--- config.mk ---
export PLATFORM = sky130hd
export DESIGN_NAME = npsi_dot
export DESIGN_NICKNAME = d
export VERILOG_FILES = /design/src/hdl/npsi_pkg.sv /design/src/hdl/npsi_dot.sv
export SDC_FILE = /design/constraint.sdc
export NUM_CORES = 2
export LEC_CHECK = 0
export BUFFER_PORTS_ARGS = -buffer_cell sky130_fd_sc_hd__buf_2
export CAP_MARGIN = 20
export CORE_MARGIN = 1.5
export CORE_UTILIZATION = 55
export CTS_BUF_LIST = sky130_fd_sc_hd__clkbuf_2 sky130_fd_sc_hd__clkbuf_4 sky130_fd_sc_hd__clkbuf_8
export DETAILED_ROUTE_END_ITERATION = 7
export GPL_TIMING_DRIVEN = 0
export PLACE_DENSITY = 0.71
export SETUP_SLACK_MARGIN = 0.02
export SKIP_CTS_REPAIR_TIMING = 1
export SLEW_MARGIN = 20
export SYNTH_ARGS = -nofsm -noshare
export SYNTH_HDL_FRONTEND = slang
export SYNTH_SLANG_ARGS = --single-unit
--- constraint.sdc ---
create_clock -name clk -period 6.2 [get_ports clk]
set_input_delay 0.62 -clock clk [delete_from_list [all_inputs] [get_ports clk]]
set_output_delay 0.62 -clock clk [all_outputs]
set_load 0.005 [all_outputs]
--- src/hdl/npsi_pkg.sv ---
// Shared types, constants and helper functions of the permute source index unit.
package npsi_pkg;

	// Hardware sizes.
	localparam int MAX_DIMS      = 4;
	localparam int NUM_DIMS      = 4;
	localparam int DIM_CAP       = (MAX_DIMS < NUM_DIMS) ? MAX_DIMS : NUM_DIMS;
	localparam int INDEX_BITS    = 24;
	localparam int SHAPE_BITS    = 16;
	localparam int STRIDE_BITS   = 24;
	localparam int ELEMENT_BYTES = 4;
	localparam int BYTE_BITS     = 26;
	localparam int COUNT_BITS    = 3;
	localparam int ORDER_BITS    = 8;
	localparam int SHAPE_ALL     = SHAPE_BITS * NUM_DIMS;
	localparam int PROD_BITS     = INDEX_BITS + STRIDE_BITS;
	localparam int PAIR_BITS     = PROD_BITS + 1;
	localparam int SUM_BITS      = PROD_BITS + 2;
	localparam int DIV_STEPS     = INDEX_BITS * (NUM_DIMS - 1);

	// Register indexes of the configuration port.
	localparam logic [2:0] REG_DIM_COUNT    = 3'd0;
	localparam logic [2:0] REG_TARGET_SHAPE = 3'd1;
	localparam logic [2:0] REG_DIM_ORDER    = 3'd2;
	localparam logic [2:0] REG_STRIDE_0     = 3'd3;
	localparam logic [2:0] REG_STRIDE_1     = 3'd4;
	localparam logic [2:0] REG_STRIDE_2     = 3'd5;

	// One stage of the divider chain: running quotient/dividend, partial
	// remainder, and the coordinates of dimensions 1 and up found so far.
	typedef struct packed {
		logic [INDEX_BITS-1:0]                  q;
		logic [SHAPE_BITS-1:0]                  r;
		logic [NUM_DIMS-1:1][SHAPE_BITS-1:0]    c;
	} div_stage_t;

	// Number of dimensions in use after clamping.
	function automatic logic [COUNT_BITS-1:0] eff_dims(input logic [COUNT_BITS-1:0] cnt);
		logic [COUNT_BITS-1:0] n;
		n = cnt;
		if (n == '0)
			n = COUNT_BITS'(1);
		if (n > COUNT_BITS'(DIM_CAP))
			n = COUNT_BITS'(DIM_CAP);
		return n;
	endfunction

endpackage

--- src/hdl/npsi_dot.sv ---
// Stride products and their sum, with truncation and overflow, in three stages.
module npsi_dot (
	input  logic                                                   clk,
	input  logic                                                   arst_n,
	input  logic                                                   en,
	input  logic                                                   vld_in,
	input  logic [npsi_pkg::NUM_DIMS-1:0][npsi_pkg::INDEX_BITS-1:0] coord,
	input  logic [npsi_pkg::COUNT_BITS-1:0]                        n_dims,
	input  logic [npsi_pkg::ORDER_BITS-1:0]                        dim_order,
	input  logic [npsi_pkg::NUM_DIMS-2:0][npsi_pkg::STRIDE_BITS-1:0] strides,
	output logic                                                   vld_out,
	output logic [npsi_pkg::INDEX_BITS-1:0]                        source_index,
	output logic [npsi_pkg::BYTE_BITS-1:0]                         byte_offset,
	output logic                                                   overflow
);
	import npsi_pkg::*;

	logic [NUM_DIMS-2:0][PROD_BITS-1:0] term_c;
	logic [INDEX_BITS-1:0]              last_c;
	logic [1:0]                         last_ent;
	logic [NUM_DIMS-2:0][PROD_BITS-1:0] term_s1;
	logic [INDEX_BITS-1:0]              last_s1;
	logic [PAIR_BITS-1:0]               pa_s2;
	logic [PAIR_BITS-1:0]               pb_s2;
	logic [SUM_BITS-1:0]                sum_c;
	logic                               vld_s1;
	logic                               vld_s2;

	// Entry i picks the coordinate that pairs with stride i; the last entry
	// in use is added without a stride. Unused coordinates are zero.
	always_comb begin
		for (int i = 0; i < NUM_DIMS - 1; i++) begin
			if (COUNT_BITS'(i + 1) < n_dims)
				term_c[i] = PROD_BITS'(coord[dim_order[2*i +: 2]]) * PROD_BITS'(strides[i]);
			else
				term_c[i] = '0;
		end
		last_ent = 2'(n_dims - COUNT_BITS'(1));
		last_c   = coord[dim_order[2*last_ent +: 2]];
	end

	assign sum_c = SUM_BITS'(pa_s2) + SUM_BITS'(pb_s2);

	always_ff @(posedge clk or negedge arst_n) begin
		if (!arst_n) begin
			vld_s1  <= 1'b0;
			vld_s2  <= 1'b0;
			vld_out <= 1'b0;
		end else if (en) begin
			vld_s1  <= vld_in;
			vld_s2  <= vld_s1;
			vld_out <= vld_s2;
		end
	end

	always_ff @(posedge clk) begin
		if (en) begin
			term_s1      <= term_c;
			last_s1      <= last_c;
			pa_s2        <= PAIR_BITS'(term_s1[0]) + PAIR_BITS'(term_s1[1]);
			pb_s2        <= PAIR_BITS'(term_s1[2]) + PAIR_BITS'(last_s1);
			source_index <= sum_c[INDEX_BITS-1:0];
			byte_offset  <= BYTE_BITS'(sum_c[INDEX_BITS-1:0] * ELEMENT_BYTES);
			overflow     <= |sum_c[SUM_BITS-1:INDEX_BITS];
		end
	end

endmodule

==> summary.txt <==
Status
  • Status: complete, but fails checks
  • Failing checks: negative setup slack

Route
  • DR pass1 iterations: 5
  • Antenna viol nets, final: 0
  • Post-DR vias/cell: about 5.8
  • Detailed Route WL: 249900 um
  • Via count: 59330
  • Drt initial violations: a little over 5000
  • Routed WL per cell: 24.32 um
  • DR DRC count: 0

Worst setup path
  • Crit Path Class: in -> reg
  • CP Data Required Time: between 6 and 7 ns
  • Crit-path max FO: 8
  • Startpoint types: input port
  • CP max stage delay: approximately 0.71 ns
  • Most frequent CP cell: fa_1
  • Stages on worst setup path: 28
  • Endpoint class of the critical path: flip-flop
  • Slowest CP cell: mux4_2
  • Crit path buffers/inverters: 9
  • Largest delay contributor family on the critical path: adder cells
  • Arr. time, crit path: 8.55 ns
  • Worst R2R Path Depth: 11

Clock tree
  • TritonCTS clock tree: built
  • Worst-Skew Late Latency: 0.67 ns
  • Root buffer cell: clkbuf_8
  • Total CTS buffers: ~50
  • Clock sink count: roughly 300
  • H-tree Lvls: 2
  • Clock slew at reported path FFs: 0.06 ns
  • Max clock buf depth: 3

Hold path
  • Hold Path Depth: 2
  • HP Class: in -> reg

Layout
  • Layout Nets: 10700
  • Multi-input combinational cell area: 0.06045 mm^2
  • FILL cells: 11460
  • Layout area overhead: 12.54%
  • FF+latch area: ~0.0088 mm^2
  • Post-route non-filler standard cell count: 10270
  • Share of layout cells above drive strength 1: 13.99%

Timing
  • Setup ws final: -1.939 ns
  • Final hold vios: 0
  • RSZ-0062 raised after global routing: yes
  • Period utilization: 131.3%
  • Rel. slew slack: 16.17%
  • Clock Skew: 0.05112 ns
  • Worst-margin pin slew: 1.248 ns
  • Max frequency: roughly 120 MHz
  • Finish-stage setup viols: 102
  • Final min period: 8.139 ns
  • Pins Over Slew Limit: 0

Synthesis
  • Sequential-to-total area share from yosys stat: 11.73%
  • Most frequent cell after synthesis: inv_1
  • Yosys warning total: 0
  • Post-synthesis simple-gate area fraction: roughly 16%
  • Gate Count Post-Synth: between 7000 and 8000
  • Synth cell types: about 90
  • Async set-reset flop share out of synthesis: under 10%
  • Top FF cell, synth: edfxtp_1
  • Mapped Area: between 0.07 and 0.08 mm^2
  • Mux contribution to synthesized area: 3.151%
  • Yosys top cell area share: 38.61%
  • Yosys reg bits: 294
  • Area leader, netlist: fa_1
  • XOR/XNOR share of the synthesized area: ~2.7%
  • Mapped Avg Cell Area: 9.435 um^2
  • Number of synthesized flops with an enable pin: 291
  • Adder-Cell Fraction of Synth Area: 49.32%
  • Compound-Gate Fraction of Synth Area: 6.440%
  • Largest family of logic cells by synthesized area: adder cells
  • Largest cells by area after synthesis: fa_1, edfxtp_1, ha_1, inv_1, and2_1
  • Synth cell count leaders: inv_1, fa_1, nand2_1

Die
  • Number of core rows: roughly 140
  • Initial Utilization: 55.46%
  • Die Wd: 372.6 um
  • Core area: 0.1355 mm^2
  • Die area: around 0.14 mm^2
  • Die Span Y: about 370 um
  • Ports: 235

Global routing
  • Largest net degree at the start of global routing: roughly 110
  • Global route overflow: 0
  • Number of global-route vias before repair: 60640
  • Antenna violations before repair: 46
  • Global Route Usage Sum: 35.93%
  • First-pass GRT wire length: 366900 um

Placement
  • GPL Wtd Cong: ~1.0
  • Placed cell count: 9972
  • Post-DP HPWL: ~210000 um
  • Setup WS pre-CTS: -3.276 ns
  • Port bufs: 224

Flow run
  • Max Cap Viol: 0
==> layout make-up <==
type / count / share of cell area (%)
antenna: 26 / 0.07695
buffer: 381 / 3.117
clock buffer: 64 / 0.9826
clock inverter: 26 / 0.2738
inverter: 1661 / 7.374
multi-input combinational: 5628 / 71.50
sequential: 294 / 10.42
tap: 1781 / 2.636
timing repair buffer: 412 / 3.614
==> layer usage <==
| layer | routed length [um] | GRT usage (%) | part of all wire, % |
|---|---|---|---|
| met4 | 19920 | 22.98 | 8.0 |
| met3 | 24360 | 8.866 | 9.7 |
| met5 | 189 | 0 | 0.076 |
| met1 | 93020 | 44.82 | 37 |
| met2 | 112400 | 55.98 | 45 |
==> per-stage QoR <==
stage | instance area [um^2] | setup TNS (ns) | hold slack (ns) | util (%)
final | 84550 | -115.16 | 0.2090 | 62.41
after global routing | 84500 | -128.19 | 0.1787 | 62.38
after CTS | 80960 | -174.81 | -0.2785 | 59.76
after detailed placement | 79900 | -255.83 | 0.4202 | 58.98
after global placement | 79830 | -249.60 | 0.4128 | 58.93
after floorplan | 76480 | -94.51 | 0.3244 | -
==> path summary, 6_finish.rpt <==
kind                               from            to  slack (ns)
max in group asynchronous        arst_n       vld_out        5.80
max                        dim_order[4]  term_s1[143]       -1.94
min reg2reg                      vld_s1        vld_s2        0.50
max reg2reg                    pb_s2[5]      overflow        1.70
min                              vld_in        vld_s1        0.21
min in group asynchronous        arst_n        vld_s2        0.29
==> kinds of logic (layout without fill, tap and decap cells) <==
family                   count (synthesis)  in the layout
AO/OA/AOI/OAI                          745            745
adder cells (fa/ha/maj)               2092           2092
buffers and inverters                 2042           2544
other                                    1             28
multiplexers                           113            113
AND/OR/NAND/NOR                       2446           2446
flip-flops                             294            294
XOR/XNOR                               230            230
==> placed cells by master (no fill, tap or decap), drive strengths merged, types with 98 or more instances in the layout <==
| cell | count |
|---|---|
| xnor2 | 137 |
| nor2 | 229 |
| buf | 527 |
| a21oi | 231 |
| clkbuf | 329 |
| o21ai | 122 |
| mux4 | 98 |
| and2 | 919 |
| a21o | 142 |
| ha | 643 |
| inv | 1663 |
| nand2 | 974 |
| fa | 1449 |
| edfxtp | 291 |
==> flip-flops by register name, summed over array words and instances (netlist names) <==
name and count:
source_index 24, pa_s2 49, vld_out 1, overflow 1
vld_s1 1, term_s1 144, last_s1 24, vld_s2 1
pb_s2 49
Power is not shown: default switching activity piles up to over one toggle a cycle in this logic, so the estimate is an artifact.
