[src/hdl/npsi_pkg.sv]
// Shared types, constants and helper functions of the permute source index unit.
package npsi_pkg;

	// Hardware sizes.
	localparam int MAX_DIMS      = 4;
	localparam int NUM_DIMS      = 4;
	localparam int DIM_CAP       = (MAX_DIMS < NUM_DIMS) ? MAX_DIMS : NUM_DIMS;
	localparam int INDEX_BITS    = 24;
	localparam int SHAPE_BITS    = 16;
	localparam int STRIDE_BITS   = 24;
	localparam int ELEMENT_BYTES = 4;
	localparam int BYTE_BITS     = 26;
	localparam int COUNT_BITS    = 3;
	localparam int ORDER_BITS    = 8;
	localparam int SHAPE_ALL     = SHAPE_BITS * NUM_DIMS;
	localparam int PROD_BITS     = INDEX_BITS + STRIDE_BITS;
	localparam int PAIR_BITS     = PROD_BITS + 1;
	localparam int SUM_BITS      = PROD_BITS + 2;
	localparam int DIV_STEPS     = INDEX_BITS * (NUM_DIMS - 1);

	// Register indexes of the configuration port.
	localparam logic [2:0] REG_DIM_COUNT    = 3'd0;
	localparam logic [2:0] REG_TARGET_SHAPE = 3'd1;
	localparam logic [2:0] REG_DIM_ORDER    = 3'd2;
	localparam logic [2:0] REG_STRIDE_0     = 3'd3;
	localparam logic [2:0] REG_STRIDE_1     = 3'd4;
	localparam logic [2:0] REG_STRIDE_2     = 3'd5;

	// One stage of the divider chain: running quotient/dividend, partial
	// remainder, and the coordinates of dimensions 1 and up found so far.
	typedef struct packed {
		logic [INDEX_BITS-1:0]                  q;
		logic [SHAPE_BITS-1:0]                  r;
		logic [NUM_DIMS-1:1][SHAPE_BITS-1:0]    c;
	} div_stage_t;

	// Number of dimensions in use after clamping.
	function automatic logic [COUNT_BITS-1:0] eff_dims(input logic [COUNT_BITS-1:0] cnt);
		logic [COUNT_BITS-1:0] n;
		n = cnt;
		if (n == '0)
			n = COUNT_BITS'(1);
		if (n > COUNT_BITS'(DIM_CAP))
			n = COUNT_BITS'(DIM_CAP);
		return n;
	endfunction

endpackage

[src/hdl/npsi_div_step.sv]
// One registered step of the restoring divider: one quotient bit per stage.
module npsi_div_step (
	input  logic                               clk,
	input  logic                               arst_n,
	input  logic                               en,
	input  logic                               vld_in,
	input  npsi_pkg::div_stage_t               st_in,
	input  logic [npsi_pkg::SHAPE_BITS-1:0]    divisor,
	output logic                               vld_out,
	output npsi_pkg::div_stage_t               st_out
);
	import npsi_pkg::*;

	logic [SHAPE_BITS:0]   trial;
	logic                  ge;
	div_stage_t            nxt;

	// The partial remainder stays below the divisor, so the trial value
	// fits one bit above the divisor width.
	always_comb begin
		trial  = {st_in.r, st_in.q[INDEX_BITS-1]};
		ge     = trial >= {1'b0, divisor};
		nxt    = st_in;
		nxt.q  = {st_in.q[INDEX_BITS-2:0], ge};
		nxt.r  = ge ? SHAPE_BITS'(trial - {1'b0, divisor}) : trial[SHAPE_BITS-1:0];
	end

	always_ff @(posedge clk or negedge arst_n) begin
		if (!arst_n) begin
			vld_out <= 1'b0;
		end else if (en) begin
			vld_out <= vld_in;
		end
	end

	always_ff @(posedge clk) begin
		if (en) begin
			st_out <= nxt;
		end
	end

endmodule

[config.mk]
export PLATFORM = sky130hd
export DESIGN_NAME = npsi_div_step
export DESIGN_NICKNAME = d
export VERILOG_FILES = /design/src/hdl/npsi_pkg.sv /design/src/hdl/npsi_div_step.sv
export SDC_FILE = /design/constraint.sdc
export NUM_CORES = 1
export LEC_CHECK = 0
export BUFFER_PORTS_ARGS = -buffer_cell sky130_fd_sc_hd__buf_2
export CORE_MARGIN = 2
export CORE_UTILIZATION = 41
export DETAILED_ROUTE_END_ITERATION = 6
export PLACE_DENSITY = 0.82
export SYNTH_ARGS = -nofsm -noshare
export SYNTH_HDL_FRONTEND = slang
export SYNTH_SLANG_ARGS = --single-unit
[constraint.sdc]
create_clock -name clk -period 0.85 [get_ports clk]
set_clock_uncertainty 0.2 [all_clocks]
set_input_delay 0.17 -clock clk [delete_from_list [all_inputs] [get_ports clk]]
set_output_delay 0.17 -clock clk [all_outputs]
set_load 0.01 [all_outputs]
==> results of run 1 <==
metrics by stage:
step	total power, W	hold slack (ns)	instance area [um^2]	utilization (%)
6_report	0.0106	-0.209	5930	64.8
5_1_grt	0.0111	-0.235	5930	64.8
4_1_cts	0.0107	-0.225	5870	64.1
3_5_place_dp	0.00779	-0.254	5460	59.7
3_3_place_gp	0.00771	-0.254	5460	59.7
2_1_floorplan	0.00662	-0.326	4000	-
final cells by class:
class / instances / area [um^2] / area share (%)
Clock buffer: 9 / 124 / 2.09
Clock inverter: 7 / 61.3 / 1.03
Inverter: 25 / 129 / 2.17
Multi-Input combinational cell: 126 / 1270 / 21.4
Sequential cell: 89 / 2670 / 45.0
Tap cell: 111 / 139 / 2.34
Timing Repair Buffer: 255 / 1530 / 25.8
Timing Repair inverter: 1 / 8.76 / 0.148
cell usage after synthesis (2+ instances only):
cell type  instances
a41o_1             2
o21ai_0            8
nor2_1             9
o21bai_1           4
a21oi_1           10
clkbuf_1           4
a31oi_1            3
nand4_1            3
nand3_1            3
inv_1             24
ha_1              16
mux2_2             5
xor2_1             4
edfxtp_1          88
mux2i_1            3
mux2_4             8
a21o_1             3
nand2_1           13
a211oi_1           2
a211o_1            2
and3_1             2
xnor2_1            8
power breakdown:
part	switching (W)	internal, W	leakage [nW]
sequential	0.0000932	0.00530	0.873
combinational	0.00121	0.00130	1.72
clock	0.00158	0.00113	0.0961
metal layers:
metal / global-route usage, % / wire, um / up-vias
met1: 20.3 / 3750 / 1443
met5: 0 / 0 / -
met2: 36.4 / 5550 / 109
li1: - / - / 1451
met4: 5.48 / 177 / 0
met3: 6.10 / 753 / 15
cell usage in the layout, fill, tap and decap left out, types with 3 or more instances in the layout:
master / instances
edfxtp_1: 88
mux2_4: 8
mux2i_1: 3
inv_6: 4
inv_2: 5
xnor2_1: 8
buf_6: 10
inv_1: 16
a21oi_1: 9
mux2_2: 5
ha_1: 5
xor2_1: 4
inv_8: 3
buf_2: 186
clkbuf_8: 9
buf_4: 54
o21ai_0: 4
nand2_1: 12
a21o_1: 3
nor2_1: 8
o21ai_2: 4
ha_4: 10
nand4_1: 3
worst max-delay path: stages:
cell and delay (ns):
buf_8 0.09, inv_12 0.03, ha_4 0.22, a21o_1 0.15, a211o_1 0.27, a41o_1 0.25
a31oi_4 0.17, o21a_4 0.23, inv_8 0.07, mux2_4 0.30
logic make-up after synthesis:
kind of cell,Yosys count,share of synthesized area [%]
flip-flops,89,69.4
multiplexers,16,5.37
XOR/XNOR,12,2.73
adder cells (fa/ha/maj),17,5.73
AO/OA/AOI/OAI,45,8.50
buffers and inverters,31,3.71
AND/OR/NAND/NOR,36,4.56
final timing paths:
path / from / endpoint / slack (ns) / depth (start not counted)
max in group asynchronous: arst_n / vld_out / 0.46 / 2
worst min register to register: vld_out / vld_out / 0.32 / 1
worst max register to register: vld_out / vld_out / -0.09 / 1
worst max-delay path: divisor[14] / st_out[54] / -1.20 / 10
min in group asynchronous: arst_n / vld_out / -0.09 / 2
worst min-delay path: st_in[41] / st_out[41] / -0.21 / 1
sequential cells by signal, indices dropped and copies added, names as in the netlist:
signal,count
st_out,88
vld_out,1
timing repair:
item,4_1_cts,5_1_grt
endpoints found under the setup margin,107,107
resized for setup,38,13
gates cloned,1,0
setup buffers,7,1
endpoints found under the hold margin,87,87
pin swaps,21,6
==> flow_summary_export.csv, run 1 <==
group,metric,value,unit
clocking,root_buffer,"clkbuf_8",
global_routing,grt_antenna_before_repair,0,
sta,rsz0062_at_grt,"true",
critical_path,worst_setup_path_start_kind,"input port",
sta,fin_ws,-1.20,ns
detailed_routing,via_per_inst,4.84,
synthesis,synth_edf_count,88,
sta,fin_crit_sh,241,%
global_routing,grt_max_degree,31,
clocking,ctsLongestPathBuffers,2,
sta,setup_violations,107,
detailed_routing,drtAntennaViolNets,0,
critical_path,arrival,1.95,ns
cells_and_area,syn2layout_area_growth,54.3,%
sta,finalHoldViolCount,87,
cells_and_area,antenna_cells,0,
global_routing,grt_usage,19.2,%
sta,slew-limit-headroom,74.8,%
synthesis,netlist_instances,246,
flow_run,cap_violations,0,
synthesis,yosys.area.top_type,"edfxtp_1",
synthesis,synth_area_leaders,"edfxtp_1 69%, ha_1 5.2%, mux2_4 3.1%",
detailed_routing,dr.pass1.iters,4,
detailed_routing,wl,10.2,mm
clocking,clock_latency,0.34,ns
place,placed_cells,597,
detailed_routing,wire_per_inst,16.4,um
sta,fmax,488,MHz
place,port_buffers,196,
floorplanning,die-area,0.0102,mm^2
clocking,htree_num_levels,3,
outcome,failed_checks,"hold timing, setup timing",
cells_and_area,nets,632,
sta,worst_pin_slew,0.375,ns
cells_and_area,layout-drive-gt1-share,63.1,%
synthesis,ys_seq_area_share,69.4,%
synthesis,synth.distinct_cells,44,
synthesis,synth_area,0.00384,mm^2
floorplanning,die_h,101,um
critical_path,critPathKind,"in2reg",
synthesis,synth_warnings,0,
min_path,hold_class,"in2reg",
clocking,cts_hold_buf,1,
sta,drv_slew,0,
synthesis,synth_top_area_share,68.8,%
outcome,status,"complete, but fails checks",
place,hpwl,8.00,mm
synthesis,synth-seq-cells,89,
floorplanning,rows,35,
detailed_routing,drc_errors,0,
global_routing,grt_pass1_vias,3012,
global_routing,grt_pass1_wl,14.8,mm
detailed_routing,num_vias,3018,
sta,finalSetupTns,-53.13,ns
synthesis,syn_area_per_cell,15.6,um^2
floorplanning,die_w,101,um
clocking,clk_pin_slew,0.10,ns
place,place_ws,-1.70,ns
sta,holdWs,-0.209,ns
pwr,powerDensity,1790,mW/mm^2
clocking,numCtsBuffers,9,
floorplanning,boundaryPins,197,
sta,fin_crit,2.05,ns
synthesis,async_reset_ff_share,1.12,%
pwr,p_leak,2.69,nW
place,routabilityCongestion,0.905,
critical_path,crit_fanout,7,
floorplanning,initial_core_util,42.0,%
clocking,cts_tree,"yes",
detailed_routing,drt_iter0_markers,59,
critical_path,end_kind,"flip-flop",
synthesis,syn_nets,371,
clocking,clock_sinks,89,
pwr,irDropWorstVdd,0.951,mV
cells_and_area,final.fill_count,664,
global_routing,globalRoute.totalOverflow,0,
critical_path,required,0.75,ns
synthesis,synthFlopType,"edfxtp_1",
floorplanning,fp.coreArea,0.00915,mm^2
cells_and_area,fin_cells,623,
Note: power is estimated with default switching activity, not from simulation.
==> run 2, diff against run 1 <==
--- a/config.mk
+++ b/config.mk
@@ -6,10 +6,12 @@
 export NUM_CORES = 1
 export LEC_CHECK = 0
 export BUFFER_PORTS_ARGS = -buffer_cell sky130_fd_sc_hd__buf_2
+export CELL_PAD_IN_SITES_DETAIL_PLACEMENT = 0
+export CELL_PAD_IN_SITES_GLOBAL_PLACEMENT = 1
 export CORE_MARGIN = 2
-export CORE_UTILIZATION = 41
+export CORE_UTILIZATION = 32
 export DETAILED_ROUTE_END_ITERATION = 6
-export PLACE_DENSITY = 0.82
+export PLACE_DENSITY = 0.83
 export SYNTH_ARGS = -nofsm -noshare
 export SYNTH_HDL_FRONTEND = slang
 export SYNTH_SLANG_ARGS = --single-unit
==> flow_summary_export.csv, run 2 (synthesis gave the netlist of run 1 again) <==
group,metric,value,unit
global_routing,grt_usage,15.9,%
critical_path,slowest_stage,"mux2_4",
critical_path,crit_fanout,7,
critical_path,worst_setup_path_start_kind,"input port",
detailed_routing,drtAntennaViolNets,0,
floorplanning,initial_core_util,32.4,%
pwr,p_leak,2.77,nW
detailed_routing,dr.pass1.iters,5,
clocking,clk_pin_slew,0.07,ns
cells_and_area,syn2layout_area_growth,61.6,%
detailed_routing,top_layer_used,"met4",
cells_and_area,final_cell_mix,"177 x buf_2, 88 x edfxtp_1, 58 x buf_4",
clocking,clock_sinks,89,
sta,drv_slew,0,
critical_path,cp_cell_sequence,"buf_8, inv_12, ha_4, a21o_1, a211o_1, a41o_1, a31oi_4, o21a_4, inv_8, mux2_4",
sta,finalHoldViolCount,84,
clocking,root_buffer,"clkbuf_16",
sta,setup_violations,107,
cells_and_area,top_register,"st_out",
detailed_routing,drt_iter0_markers,184,
pwr,total_power,0.0117,W
detailed_routing,via_per_inst,4.63,
cells_and_area,largest_reg_flops,88,
sta,rsz0062_at_grt,"true",
pwr,powerDensity,1880,mW/mm^2
min_path,whs_path_depth,1,
critical_path,required,0.73,ns
clocking,cts_hold_buf,1,
clocking,htree_num_levels,3,
cells_and_area,layout-drive-gt1-share,64.3,%
cells_and_area,nets,636,
cells_and_area,top_regs,"st_out: 88 flops, vld_out: 1 flops",
critical_path,critPathKind,"in2reg",
sta,worst_pin_slew,0.349,ns
critical_path,r2r_cells,1,
global_routing,grt_max_degree,41,
floorplanning,die-area,0.0129,mm^2
floorplanning,die_w,114,um
flow_run,cap_violations,0,
global_routing,grt_pass1_vias,2958,
global_routing,grt_pass1_wl,15.5,mm
clocking,ctsLongestPathBuffers,2,
place,place_ws,-1.67,ns
outcome,status,"complete, but fails checks",
pwr,irDropWorstVdd,0.913,mV
detailed_routing,drc_errors,0,
clocking,numCtsBuffers,9,
sta,slew-limit-headroom,76.5,%
floorplanning,boundaryPins,197,
sta,holdWs,-0.191,ns
critical_path,end_kind,"flip-flop",
detailed_routing,wl,10.8,mm
place,hpwl,8.26,mm
sta,fin_crit_sh,245,%
detailed_routing,wire_per_inst,16.3,um
floorplanning,die_h,114,um
clocking,clock_latency,0.33,ns
global_routing,globalRoute.totalOverflow,0,
min_path,hold_class,"in2reg",
sta,fin_crit,2.08,ns
sta,finalSetupTns,-51.62,ns
global_routing,grt_antenna_before_repair,0,
detailed_routing,num_vias,3072,
sta,fin_ws,-1.23,ns
sta,fmax,480,MHz
floorplanning,rows,40,
critical_path,arrival,1.96,ns
place,routabilityCongestion,0.835,
detailed_routing,wl_met3,820,um
clocking,cts_tree,"yes",
detailed_routing,wl_met1,3.99,mm
detailed_routing,met2_length,5.80,mm
cells_and_area,mostFrequentLayoutCell,"buf_2",
floorplanning,fp.coreArea,0.0119,mm^2
outcome,failed_checks,"hold timing, setup timing",
critical_path,max_stage_delay,0.29,ns
place,port_buffers,196,
==> run 2: cell types whose count changed in the layout (fill, tap and decap cells not counted), moves of 2 or more <==
cell,delta
clkinvlp_4,+2
inv_8,-2
clkbuf_8,-9
buf_4,+4
clkbuf_16,+9
buf_6,+8
ha_1,-2
buf_2,-9
==> run 2: layout make-up <==
type / count / area [um^2]
multi-input combinational: 126 / 1310
timing repair inverter: 1 / 8.76
antenna: 1 / 2.50
tap: 147 / 184
inverter: 25 / 131
clock inverter: 6 / 50.0
sequential: 89 / 2670
timing repair buffer: 259 / 1620
clock buffer: 10 / 229
fill: 1012 / 5650
==> run 2: worst max-delay path: cells and delay by family <==
family / cells / cell delay (ns)
compound gates: 5 / 1.08
fa+ha+maj: 1 / 0.22
buf+inv: 3 / 0.19
mux: 1 / 0.29
==> run 2: timing repair <==
item	4_1_cts	5_1_grt
pin swaps	15	22
buffers inserted	11	3
resized for setup	33	39
gates cloned	1	0
setup endpoints to repair	107	107
hold endpoints to repair	85	84
==> run 2: layer usage <==
metal,GRT usage [%],vias to the layer above
met2,29.2,127
li1,-,1462
met4,5.53,0
met5,0,-
met3,4.46,14
met1,17.6,1469
==> run 2: final timing paths <==
check                       startpoint  slack [ns]         end
setup / recovery           divisor[14]       -1.23  st_out[55]
hold / removal               st_in[80]       -0.19  st_out[81]
setup reg to reg               vld_out       -0.08     vld_out
hold reg to reg                vld_out        0.30     vld_out
max in group asynchronous       arst_n        0.41     vld_out
min in group asynchronous       arst_n       -0.05     vld_out
==> run 2: power by group <==
group | internal [W] | switching (W) | leakage [nW] | total [W]
sequential | 0.00531 | 0.0000946 | 0.873 | 0.00540
combinational | 0.00138 | 0.00123 | 1.77 | 0.00261
clock | 0.00201 | 0.00163 | 0.130 | 0.00364
total | 0.00870 | 0.00296 | 2.77 | 0.0117
==> run 2: per-stage QoR <==
| step | instance area [um^2] | util [%] | instances |
|---|---|---|---|
| 6_report | 6210 | 52.4 | 664 |
| 5_1_grt | 6210 | 52.3 | 663 |
| 4_1_cts | 6040 | 50.9 | 662 |
| 3_5_place_dp | 5520 | 46.5 | 633 |
| 3_3_place_gp | 5520 | 46.5 | 633 |
| 2_1_floorplan | 4000 | - | 246 |
